===== src/hw/rtl/mma_pkg.sv =====
// ----------------------------------------------------------------------------
// mma_pkg
// Shared types and constants of the multichannel moving average block.
// ----------------------------------------------------------------------------
`default_nettype none

package mma_pkg;

    localparam int WIN_W    = 7;
    localparam int CH_W     = 4;
    localparam int SAMPLE_W = 16;

    localparam logic [WIN_W-1:0] WIN_RESET = 7'd64;

    localparam int AVG_MAX     = 32767;
    localparam int AVG_MIN_MAG = 32768;

    typedef struct packed {
        logic [CH_W-1:0]            channel;
        logic signed [SAMPLE_W-1:0] sample;
        logic                       frame_end;
    } t_in_item;

    typedef struct packed {
        logic [CH_W-1:0]            out_channel;
        logic signed [SAMPLE_W-1:0] average;
    } t_out_item;

    typedef struct packed {
        logic [WIN_W-1:0] window_length;
    } t_cfg_item;

endpackage

`default_nettype wire


===== src/hw/rtl/mma_divider.sv =====
// ----------------------------------------------------------------------------
// mma_divider
// Bit-serial restoring divider: signed sum by window length, truncated
// toward zero and saturated to the 16-bit sample range.
// ----------------------------------------------------------------------------
`default_nettype none

module mma_divider #(
    parameter int DIVIDEND_W = 22
) (
    input  wire logic                             i_clk,
    input  wire logic                             i_rst_n,
    input  wire logic                             i_start,
    input  wire logic signed [DIVIDEND_W-1:0]     i_dividend,
    input  wire logic [mma_pkg::WIN_W-1:0]        i_divisor,
    output logic                                  o_done,
    output logic signed [mma_pkg::SAMPLE_W-1:0]   o_quotient
);

    localparam int CNT_W = $clog2(DIVIDEND_W);
    localparam int WIN_W = mma_pkg::WIN_W;

    logic                                 r_busy;
    logic                                 r_fin;
    logic                                 r_done;
    logic                                 r_neg;
    logic [CNT_W-1:0]                     r_cnt;
    logic [WIN_W-1:0]                     r_rem;
    logic [DIVIDEND_W-1:0]                r_quo;
    logic signed [mma_pkg::SAMPLE_W-1:0]  r_quotient;

    logic [WIN_W:0]                       shifted;
    logic [WIN_W:0]                       diff;
    logic                                 fits;
    logic [WIN_W-1:0]                     n_rem;
    logic [DIVIDEND_W-1:0]                n_quo;
    logic [DIVIDEND_W-1:0]                magnitude;
    logic signed [mma_pkg::SAMPLE_W-1:0]  n_quotient;

    always_comb begin
        shifted   = {r_rem, r_quo[DIVIDEND_W-1]};
        diff      = shifted - {1'b0, i_divisor};
        fits      = (shifted >= {1'b0, i_divisor});
        n_rem     = fits ? diff[WIN_W-1:0] : shifted[WIN_W-1:0];
        n_quo     = {r_quo[DIVIDEND_W-2:0], fits};
        magnitude = i_dividend[DIVIDEND_W-1] ? DIVIDEND_W'(-i_dividend)
                                             : DIVIDEND_W'(i_dividend);
        if (r_neg) begin
            if (r_quo > DIVIDEND_W'(mma_pkg::AVG_MIN_MAG)) begin
                n_quotient = mma_pkg::SAMPLE_W'(-mma_pkg::AVG_MIN_MAG);
            end else begin
                n_quotient = -$signed(r_quo[mma_pkg::SAMPLE_W-1:0]);
            end
        end else begin
            if (r_quo > DIVIDEND_W'(mma_pkg::AVG_MAX)) begin
                n_quotient = mma_pkg::SAMPLE_W'(mma_pkg::AVG_MAX);
            end else begin
                n_quotient = $signed(r_quo[mma_pkg::SAMPLE_W-1:0]);
            end
        end
    end

    always_ff @(posedge i_clk) begin
        if (!i_rst_n) begin
            r_busy <= 1'b0;
            r_fin  <= 1'b0;
            r_done <= 1'b0;
        end else begin
            r_done <= 1'b0;
            r_fin  <= 1'b0;
            if (i_start) begin
                r_busy <= 1'b1;
                r_cnt  <= '0;
                r_rem  <= '0;
                r_quo  <= magnitude;
                r_neg  <= i_dividend[DIVIDEND_W-1];
            end else if (r_busy) begin
                r_rem <= n_rem;
                r_quo <= n_quo;
                r_cnt <= r_cnt + 1'b1;
                if (r_cnt == CNT_W'(DIVIDEND_W - 1)) begin
                    r_busy <= 1'b0;
                    r_fin  <= 1'b1;
                end
            end
            if (r_fin) begin
                r_done     <= 1'b1;
                r_quotient <= n_quotient;
            end
        end
    end

    assign o_done     = r_done;
    assign o_quotient = r_quotient;

endmodule

`default_nettype wire


===== config.mk =====
export PLATFORM = sky130hd
export DESIGN_NAME = mma_divider
export DESIGN_NICKNAME = d
export VERILOG_FILES = /design/src/hw/rtl/mma_pkg.sv /design/src/hw/rtl/mma_divider.sv
export SDC_FILE = /design/constraint.sdc
export NUM_CORES = 1
export LEC_CHECK = 0
export ABC_AREA = 0
export BUFFER_PORTS_ARGS = -buffer_cell sky130_fd_sc_hd__buf_2
export CORE_ASPECT_RATIO = 1.2
export CORE_UTILIZATION = 45
export CTS_BUF_LIST = sky130_fd_sc_hd__clkbuf_4 sky130_fd_sc_hd__clkbuf_8
export DETAILED_ROUTE_END_ITERATION = 10
export PLACE_DENSITY = 0.65
export SKIP_LAST_GASP = 1
export SLEW_MARGIN = 15
export SYNTH_ARGS = -nofsm -noshare
export SYNTH_HDL_FRONTEND = slang
export SYNTH_SLANG_ARGS = --single-unit

===== constraint.sdc =====
create_clock -name i_clk -period 2.9 [get_ports i_clk]
set_clock_uncertainty 0.2 [all_clocks]
set_input_delay 0.29 -clock i_clk [delete_from_list [all_inputs] [get_ports i_clk]]
set_output_delay 0.29 -clock i_clk [all_outputs]
set_load 0.02 [all_outputs]

==> results of run 1 <==
## registers in the layout, indices dropped and copies added (netlist names)
signal	cells
o_done	1
o_quotient	16
r_busy	1
r_cnt	5
r_fin	1
r_neg	1
r_quo	22
r_rem	7
## synth_stat cells, drive strengths merged (2+ instances only)
cell type and number:
nand3 14, edfxtp 51, nand2 19, nor4b 2, o221a 6, and3 2
a21oi 36, nand3b 2, o211a 4, nor4 6, nor2b 4, nor3b 2
o21a 8, or3 6, or4 2, o41ai 7, xor2 20, xnor2 3
nor2 42, o211ai 2, or2 3, clkbuf 13, o21ai 18, a31oi 5
ha 11, dfxtp 3, mux2i 2, inv 18, o31ai 4, a211oi 4
and2 3, nor3 11, buf 2, o31a 3
## layer usage
| metal | vias to the layer above | track usage [%] | wire [um] |
|---|---|---|---|
| li1 | 1394 | - | - |
| met1 | 1289 | 24.05 | 3004 |
| met2 | 58 | 33.59 | 3742 |
| met3 | 11 | 3.286 | 227 |
| met4 | 0 | 6.044 | 143 |
| met5 | - | 0 | 0 |
## power breakdown
group	switching (mW)	leakage [nW]	total (mW)	internal, mW
Clock	0.238	0.0453	0.428	0.190
Combinational	0.176	0.890	0.311	0.135
Sequential	0.0451	0.502	0.953	0.908
Total	0.459	1.44	1.69	1.23
## cell families after synthesis
group | share of synthesized area, %
compound gates | 20.76
fa+ha+maj | 4.629
mux | 0.5878
simple gates | 17.74
flops | 46.73
buf+inv | 3.637
xor+xnor | 5.915
## final timing paths
kind	end	start	slack (ps)	cells after the start
max	r_rem[4]	r_quo[21]	410	8
min	r_fin	i_rst_n	30	3
max reg2reg	r_rem[4]	r_quo[21]	410	8
min reg2reg	r_fin	r_busy	240	2
## cell type report
class                   count  area share, %
multi-input cells         262          44.12
repair buffers             53          7.250
clock inverters             1         0.1960
clock buffers               7          2.188
inverters                  18          1.764
well taps                  90          2.939
flip-flops and latches     54          41.54
## metrics by stage
step / total power [mW] / hold WS [ps] / utilization (%)
final: 1.692 / 30.56 / 52.67
after global placement: 1.272 / 226.3 / 51.41
after floorplan: 1.181 / 188.9 / -
after CTS: 1.712 / 24.04 / 52.67
after global routing: 1.783 / 24.52 / 52.67
after detailed placement: 1.280 / 235.8 / 51.41
## critical path: cells and delay by family, from the launching register on
family	cells	cell delay, ps
fa+ha+maj	2	620
compound gates	4	880
simple gates	1	170
flops	1	410
buf+inv	1	60
==> metrics.txt, run 1 <==
fill count=683; io pins=49; Syn Inst Count=349; area of the multi-input gates=0.001690 mm2; drt via density=5.674; DRT iter0 DRCs=143; clock latency on the worst-skew pair=310 ps; Max-Slew Margin vs Limit=38.45%; Starting Density=46.82%; Period minus WS final=2493 ps; Critical Path Source Type=register; initial antenna violation count=0; most used cell, CP=o31a_1; number of CTS-inserted buffers=5; setup repair after global routing missed its margin=no; FFs w/ async S/R, synth=0%; EDFF count, synth=51; drt first pass iters=4; placed wire-length estimate=5343 um; # H-tree levels=2; Post-Syn Nets=393; Clock Path Buffers=2; Setup CP Type=register to register; post-route setup TNS=0 ps; count of pins over their slew limit=0; Post-Layout Inst Area=0.003831 mm2; standard cell core area=0.007274 mm2; Max VDD drop=195.0 uV; # Post-CTS Setup Buffers=0; register area share after synthesis=46.73%; critical path fanouts, max=8; TritonCTS clock tree=built; status=finished clean; worst-margin pin slew=923.2 ps; WL final=7119 um; clock root buffer=clkbuf_8; top post-synthesis cells by area=edfxtp_1 45%, a21oi_1 5.3%, xor2_1 5.1%; mapped cell area=0.003406 mm2; Chip Width=81.42 um; CP cell instances=inv_1 -> ha_1 -> fa_1 -> nor2b_1 -> o31a_1 -> o31a_1 -> o21ai_0 -> a21oi_1; first-pass GRT wire length=12230 um; nets=438; Layout Area Growth over Synthesis=12.49%; Largest stage delay, worst path=420 ps; largest net degree at the start of global routing=36; Placed Instances=477; Fmax=401.2 MHz; Final Non-Filler Cells=485; most frequent cells in the layout=51 x edfxtp_1, 48 x buf_2, 42 x nor2_1; Yosys reg bits=54; IO buf count=48; wire length per cell=14.68 um; Detail Route Antenna Nets=0; GRT overflow=0; CP endpoint kind=register; Critical Path AT=2430 ps; pwr/cell area=441.7 mW/mm2; routability cong.=0.9368; via count=2752; period utilization=85.95%; Diodes inserted=0; Fin. Hold Viols=0; synthesized area per cell=9.759 um2; CTS Hold Bufs=0; yosys warns=0; area leader, netlist=edfxtp_1; dpl ws=394.4 ps; CTS clk-pin slew, worst paths=100 ps; Tot GR Track Use=19.45%; clock tree sinks=54; CP max stage cell=fa_1; layout cells sized above 1=19.24%; ys flop type=edfxtp_1; post-CTS sizing=0; remaining routing DRC violations=0; max_cap viols=0; post-synth cell types=49; P_leak=1.438 nW; vias in the first global route=2633; die area=0.007922 mm2; commonest non-fill, non-tap cell in the layout=edfxtp_1; register area=0.001592 mm2; WP data required=2840 ps; Hold Path Class=primary input to register; post-synth top area share=44.97%; endpoints failing setup=0; final setup margin=407.3 ps; Die Span Y=97.30 um; Placed Area=0.003740 mm2; row count=34
(Power assumes the default switching activity.)
==> inputs of run 2 (changes only) <==
CORE_MARGIN = 2   (was unset)
CORE_UTILIZATION = 61   (was 45)
PLACE_DENSITY = 0.84   (was 0.65)
clock period = 3.1 ns   (was 2.9 ns; I/O delays follow)
==> run 2 against run 1 <==
Clock-buffer cell count is 1 lower. Via count is 4.2% higher. Global-route usage is 5.0 points higher. Sequential share of layout area is 0.40 points higher. Critical path depth stayed put. Fmax is 2.6% lower. Register-to-register slack better by 130 ps. Combinational power is 3% lower. Hold slack better by 27 ps. Die area is 22% lower. Critical path type unchanged. Highest routed layer unchanged.
==> metrics.txt, run 2 (synthesis gave the netlist of run 1 again) <==
status=finished clean; standard cell core area=0.005334 mm2 (-27%); max_cap viols=0 (unchanged); Critical Path Source Type=register; Chip Width=72.21 um (-11%); Hold Path Stages=3 (unchanged); number of CTS-inserted buffers=5 (unchanged); Tot GR Track Use=24.42% (+5.0 points); Max VDD drop=261.5 uV (+34%); Top reg by flops=r_quo; clock tree sinks=54 (unchanged); clock root buffer=clkbuf_8; layout cells sized above 1=19.24% (unchanged); WL final=7279 um (+2.2%); P_leak=1.441 nW (+0.23%); Worst R2R End=r_rem[1]; most frequent cells in the layout=51 x edfxtp_1, 48 x buf_2, 42 x nor2_1; Crit. Startpoint=r_quo[21]; area of the multi-input gates=0.001690 mm2 (unchanged); Worst Reg2Reg Path Length in Cells=8 (unchanged); first-pass GRT wire length=11970 um (-2.1%); Hold Startpoint=i_rst_n; routability cong.=0.9232 (-1.5%); via count=2868 (+4.2%); sum of buffers and inverters on the critical path=1 (unchanged); remaining routing DRC violations=0 (unchanged); initial antenna violation count=0 (unchanged); Period minus WS final=2559 ps (+66.43 ps); Fin. Hold Viols=0 (unchanged); post-route setup TNS=0 ps (unchanged); Fmax=390.8 MHz (-2.6%); Largest stage delay, worst path=420 ps (about the same); CTS clk-pin slew, worst paths=90 ps (about the same); largest net degree at the start of global routing=59 (+64%); CTS Hold Bufs=0 (unchanged); Diodes inserted=0 (unchanged); DRT iter0 DRCs=214 (+50%); clock latency on the worst-skew pair=300 ps (about the same); # H-tree levels=2 (unchanged); register area=0.001592 mm2 (unchanged); Hold Path Class=primary input to register; GRT overflow=0 (unchanged); # Post-CTS Setup Buffers=0 (unchanged); CP cell instances=inv_1 -> ha_1 -> fa_1 -> nor2b_1 -> o31a_1 -> o31a_1 -> nor3_1 -> a211oi_1; Critical Path AT=2480 ps (+50 ps); drt first pass iters=6 (+2); Setup CP Type=register to register; worst hold endpoint=r_fin; worst-margin pin slew=733.2 ps (-190.0 ps); Worst path top cell family by delay=compound AO/OA/AOI/OAI gates; commonest non-fill, non-tap cell in the layout=edfxtp_1; Final Util=71.15% (+18 points); setup repair after global routing missed its margin=no; post-CTS sizing=0 (unchanged); reg-to-reg slack, setup=540 ps (+130 ps); WP data required=3020 ps (+180 ps); die area=0.006199 mm2 (-22%); count of pins over their slew limit=0 (unchanged); placed wire-length estimate=5373 um (+0.56%); row count=29 (-15%); IO buf count=48 (unchanged); endpoints failing setup=0 (unchanged); Die Span Y=85.85 um (-12%); drt via density=6.276 (+11%); Starting Density=63.85% (+17 points); Largest register FFs=22 (unchanged); period utilization=82.55% (-3.4 points); TritonCTS clock tree=built; CP endpoint kind=register; fill count=418 (-39%); most used cell, CP=o31a_1; vias in the first global route=2688 (+2.1%); RR Startpoint=r_quo[21]; nets=438 (unchanged); Max-Slew Margin vs Limit=51.12% (+13 points); pwr/cell area=417.3 mW/mm2 (-5.5%); io pins=49 (unchanged); CP max stage cell=fa_1; Layout Area Growth over Synthesis=11.43%; wire length per cell=15.93 um (+8.5%); critical path fanouts, max=8 (unchanged); Detail Route Antenna Nets=0 (unchanged); Clock Path Buffers=2 (unchanged)
-- run 2: changes by cell type in the layout (fill, tap and decap cells not counted) --
cell / before / now
clkinv_4: 0 / 1
clkbuf_4: 2 / 1
clkinvlp_4: 1 / 0
clkinv_2: 0 / 1
-- run 2: worst max path at each step --
stage           endpoint  slack [ps]  cells past startpoint
5_1_grt         r_rem[1]         420                      8
4_1_cts         r_rem[1]         550                      8
3_5_place_dp   r_quo[20]         570                      6
3_3_place_gp   r_quo[18]         580                      6
6_report        r_rem[1]         540                      8
2_1_floorplan  r_quo[18]         770                      5
-- run 2: metrics by stage --
stage | power (mW) | worst slack (ps) | instance area [um2] | std cells | hold slack (ps)
2_1_floorplan | 1.105 | 769.5 | 3406 | 349 | 208.9
3_3_place_gp | 1.185 | 579.1 | 3705 | 449 | 231.2
3_5_place_dp | 1.197 | 565.6 | 3705 | 449 | 245.7
4_1_cts | 1.589 | 546.9 | 3795 | 457 | 52.40
5_1_grt | 1.655 | 419.8 | 3795 | 457 | 51.31
6_report | 1.583 | 540.9 | 3795 | 457 | 57.76
-- run 2: power breakdown --
group          total [mW]  switching, mW  internal, mW  leakage (nW)
Sequential          0.884         0.0344         0.849         0.502
Combinational       0.302          0.175         0.127         0.890
Clock               0.398          0.229         0.169        0.0486
-- run 2: cell type report --
class / count / share of cell area, %
clock buffer: 6 / 2.011
sequential: 54 / 41.94
tap: 62 / 2.044
clock inverter: 2 / 0.3627
inverter: 18 / 1.780
timing repair buffer: 53 / 7.319
multi-input combinational: 262 / 44.54
-- run 2: layer usage --
metal	part of all wire (%)	track usage, %
met4	0.93	6.518
met3	5.6	4.113
met2	54	45.37
met1	40	28.66
met5	0	0
-- run 2: worst reg2reg max path: stages (launching register included) --
cell and delay, ps:
edfxtp_1 400, inv_1 70, ha_1 210, fa_1 420
nor2b_1 170, o31a_1 230, o31a_1 340, nor3_1 80
a211oi_1 270
==> inputs of run 3 (changes only) <==
CORE_UTILIZATION = 60   (was 61)
PLACE_DENSITY = 0.83   (was 0.84)
clock period = 2.5 ns   (was 3.1 ns; I/O delays follow)
==> run 3 against run 2 <==
Die area increased by 1.6%. Sequential cell count unchanged. Fmax up 2.8%. Critical path depth fell by 1. Global-route usage up 0.40 points. Combinational power increased by 34%. Register-to-register slack got worse by 530 ps. Largest cell class unchanged. First-iteration DRC count up 5.1%. Clock-buffer cell count decreased by 1. Sequential share of layout area decreased by 1.8 points.
==> metrics.txt, run 3 (synthesis gave the netlist of run 1 again) <==
WP data required=2350 ps (-670 ps); pwr/cell area=524.7 mW/mm2 (+26%); met1 WL=2931 um (+1.6%); Detail Route Antenna Nets=0 (unchanged); die area=0.006297 mm2 (+1.6%); drt via density=6.051 (-3.6%); initial antenna violation count=0 (unchanged); Die Span Y=86.53 um (+0.79%); Period minus WS final=2490 ps (-69.08 ps); wire length per cell=15.50 um (-2.7%); fill count=417 (-0.24%); RR Startpoint=r_rem[1]; Diodes inserted=0 (unchanged); IO buf count=48 (unchanged); Critical Path AT=2340 ps (-140 ps); met3 WL=365 um (-9.7%); Tot Pwr=2.080 mW (+31%); Setup CP Type=register to register; Worst R2R End=r_quo[0]; nets=453 (+3.4%); remaining routing DRC violations=0 (unchanged); via count=2862 (-0.21%); # H-tree levels=2 (unchanged); Critical Path Source Type=register; clock tree sinks=54 (unchanged); Post-Layout Inst Area=0.003964 mm2 (+4.5%); io pins=49 (unchanged); count of pins over their slew limit=0 (unchanged); endpoints failing setup=0 (unchanged); Placed Instances=462 (+2.9%); largest net degree at the start of global routing=59 (unchanged); Placed Area=0.003802 mm2 (+2.6%); Max VDD drop=419.1 uV (+60%); Tot GR Track Use=24.83% (+0.40 points); commonest non-fill, non-tap cell in the layout=edfxtp_1; clock latency on the worst-skew pair=310 ps (about the same); Fmax=401.6 MHz (+2.8%); clock root buffer=clkbuf_8; worst hold endpoint=r_quo[0]; Max-Slew Margin vs Limit=49.44% (-1.7 points); Top reg by flops=r_quo; Final Non-Filler Cells=473 (+3.5%); Largest register FFs=22 (unchanged); most frequent cells in the layout=51 x edfxtp_1, 48 x buf_2, 42 x nor2_1; DRT iter0 DRCs=225 (+5.1%); post-route setup TNS=0 ps (unchanged); row count=30 (+3.4%); Clock Path Buffers=2 (unchanged); critical path fanouts, max=8 (unchanged); Hold Startpoint=i_dividend[0]; period utilization=99.60% (+17 points); worst-margin pin slew=758.4 ps (+25.17 ps); max_cap viols=0 (unchanged); top routing layer used=met4; vias in the first global route=2717 (+1.1%); Fin. Hold Viols=0 (unchanged); Hold Path Stages=3 (unchanged); Worst Reg2Reg Path Length in Cells=7 (-1); first-pass GRT wire length=12340 um (+3.1%); Layout Area Growth over Synthesis=16.38%; CTS clk-pin slew, worst paths=100 ps (about the same); P_leak=1.522 nW (+5.6%); GRT overflow=0 (unchanged); CP endpoint kind=register; routability cong.=0.8759 (-5.1%); Hold Path Class=primary input to register; TritonCTS clock tree=built; WL final=7330 um (+0.70%); layout cells sized above 1=22.98% (+3.7 points); setup repair after global routing missed its margin=yes; placed wire-length estimate=5284 um (-1.7%); Chip Width=72.78 um (+0.78%); number of CTS-inserted buffers=5 (unchanged); reg-to-reg slack, setup=10 ps (-530 ps); met2 WL post-DR=3905 um (-0.41%); Starting Density=61.31% (-2.5 points); standard cell core area=0.005555 mm2 (+4.2%); status=finished clean; drt first pass iters=4 (-2)
==> run 3: worst max-delay path by stage <==
stage | startpoint | end | slack, ps | depth (start not counted)
after floorplan | i_dividend[8] | r_quo[18] | 230 | 5
after global placement | i_dividend[8] | r_quo[18] | 40 | 6
after detailed placement | i_dividend[8] | r_quo[18] | -20 | 6
after CTS | r_quo[21] | r_rem[1] | 110 | 8
after global routing | r_quo[21] | r_rem[0] | -60 | 8
final | r_rem[1] | r_quo[0] | 10 | 7
==> run 3: area by class of cell <==
type                    count  area, um2  area share [%]
clock buffers               5      68.82           1.736
clock inverters             2      33.78          0.8523
inverters                  18      67.56           1.705
multi-input cells         262       1717           43.31
flip-flops and latches     54       1592           40.15
well taps                  64      80.08           2.020
repair buffers             68      405.4           10.23
==> run 3: repair_timing <==
item,4_1_cts,5_1_grt
setup endpoints to repair,0,17
resized for setup,0,6
hold buffers,1,0
setup buffers,0,3
endpoints found under the hold margin,1,0
==> run 3: metal layers <==
metal  up-vias  GRT usage (%)
li1       1422              -
met1      1336          30.45
met2        90          44.46
met3        14          3.837
met4         0          7.744
met5         -              0
==> run 3: per-stage QoR <==
stage	setup WS [ps]	hold slack (ps)	util, %
after floorplan	229.5	148.9	-
after global placement	40.11	235.5	68.45
after detailed placement	-18.32	242.9	68.45
after CTS	108.1	134.3	70.47
after global routing	-62.05	144.4	71.35
final	9.974	130.7	71.35
==> run 3: critical path: stages (launching register included) <==
cell,delay [ps]
edfxtp_1,440
ha_1,370
nor2b_1,170
o31a_1,330
o31a_1,400
buf_4,180
nor3_2,90
a21oi_1,60
==> run 3: report_power, final <==
group	internal [mW]	switching, mW	leakage, nW
Clock	0.290	0.288	0.0517
Sequential	1.05	0.0419	0.502
Combinational	0.180	0.226	0.968
Total	1.52	0.557	1.52
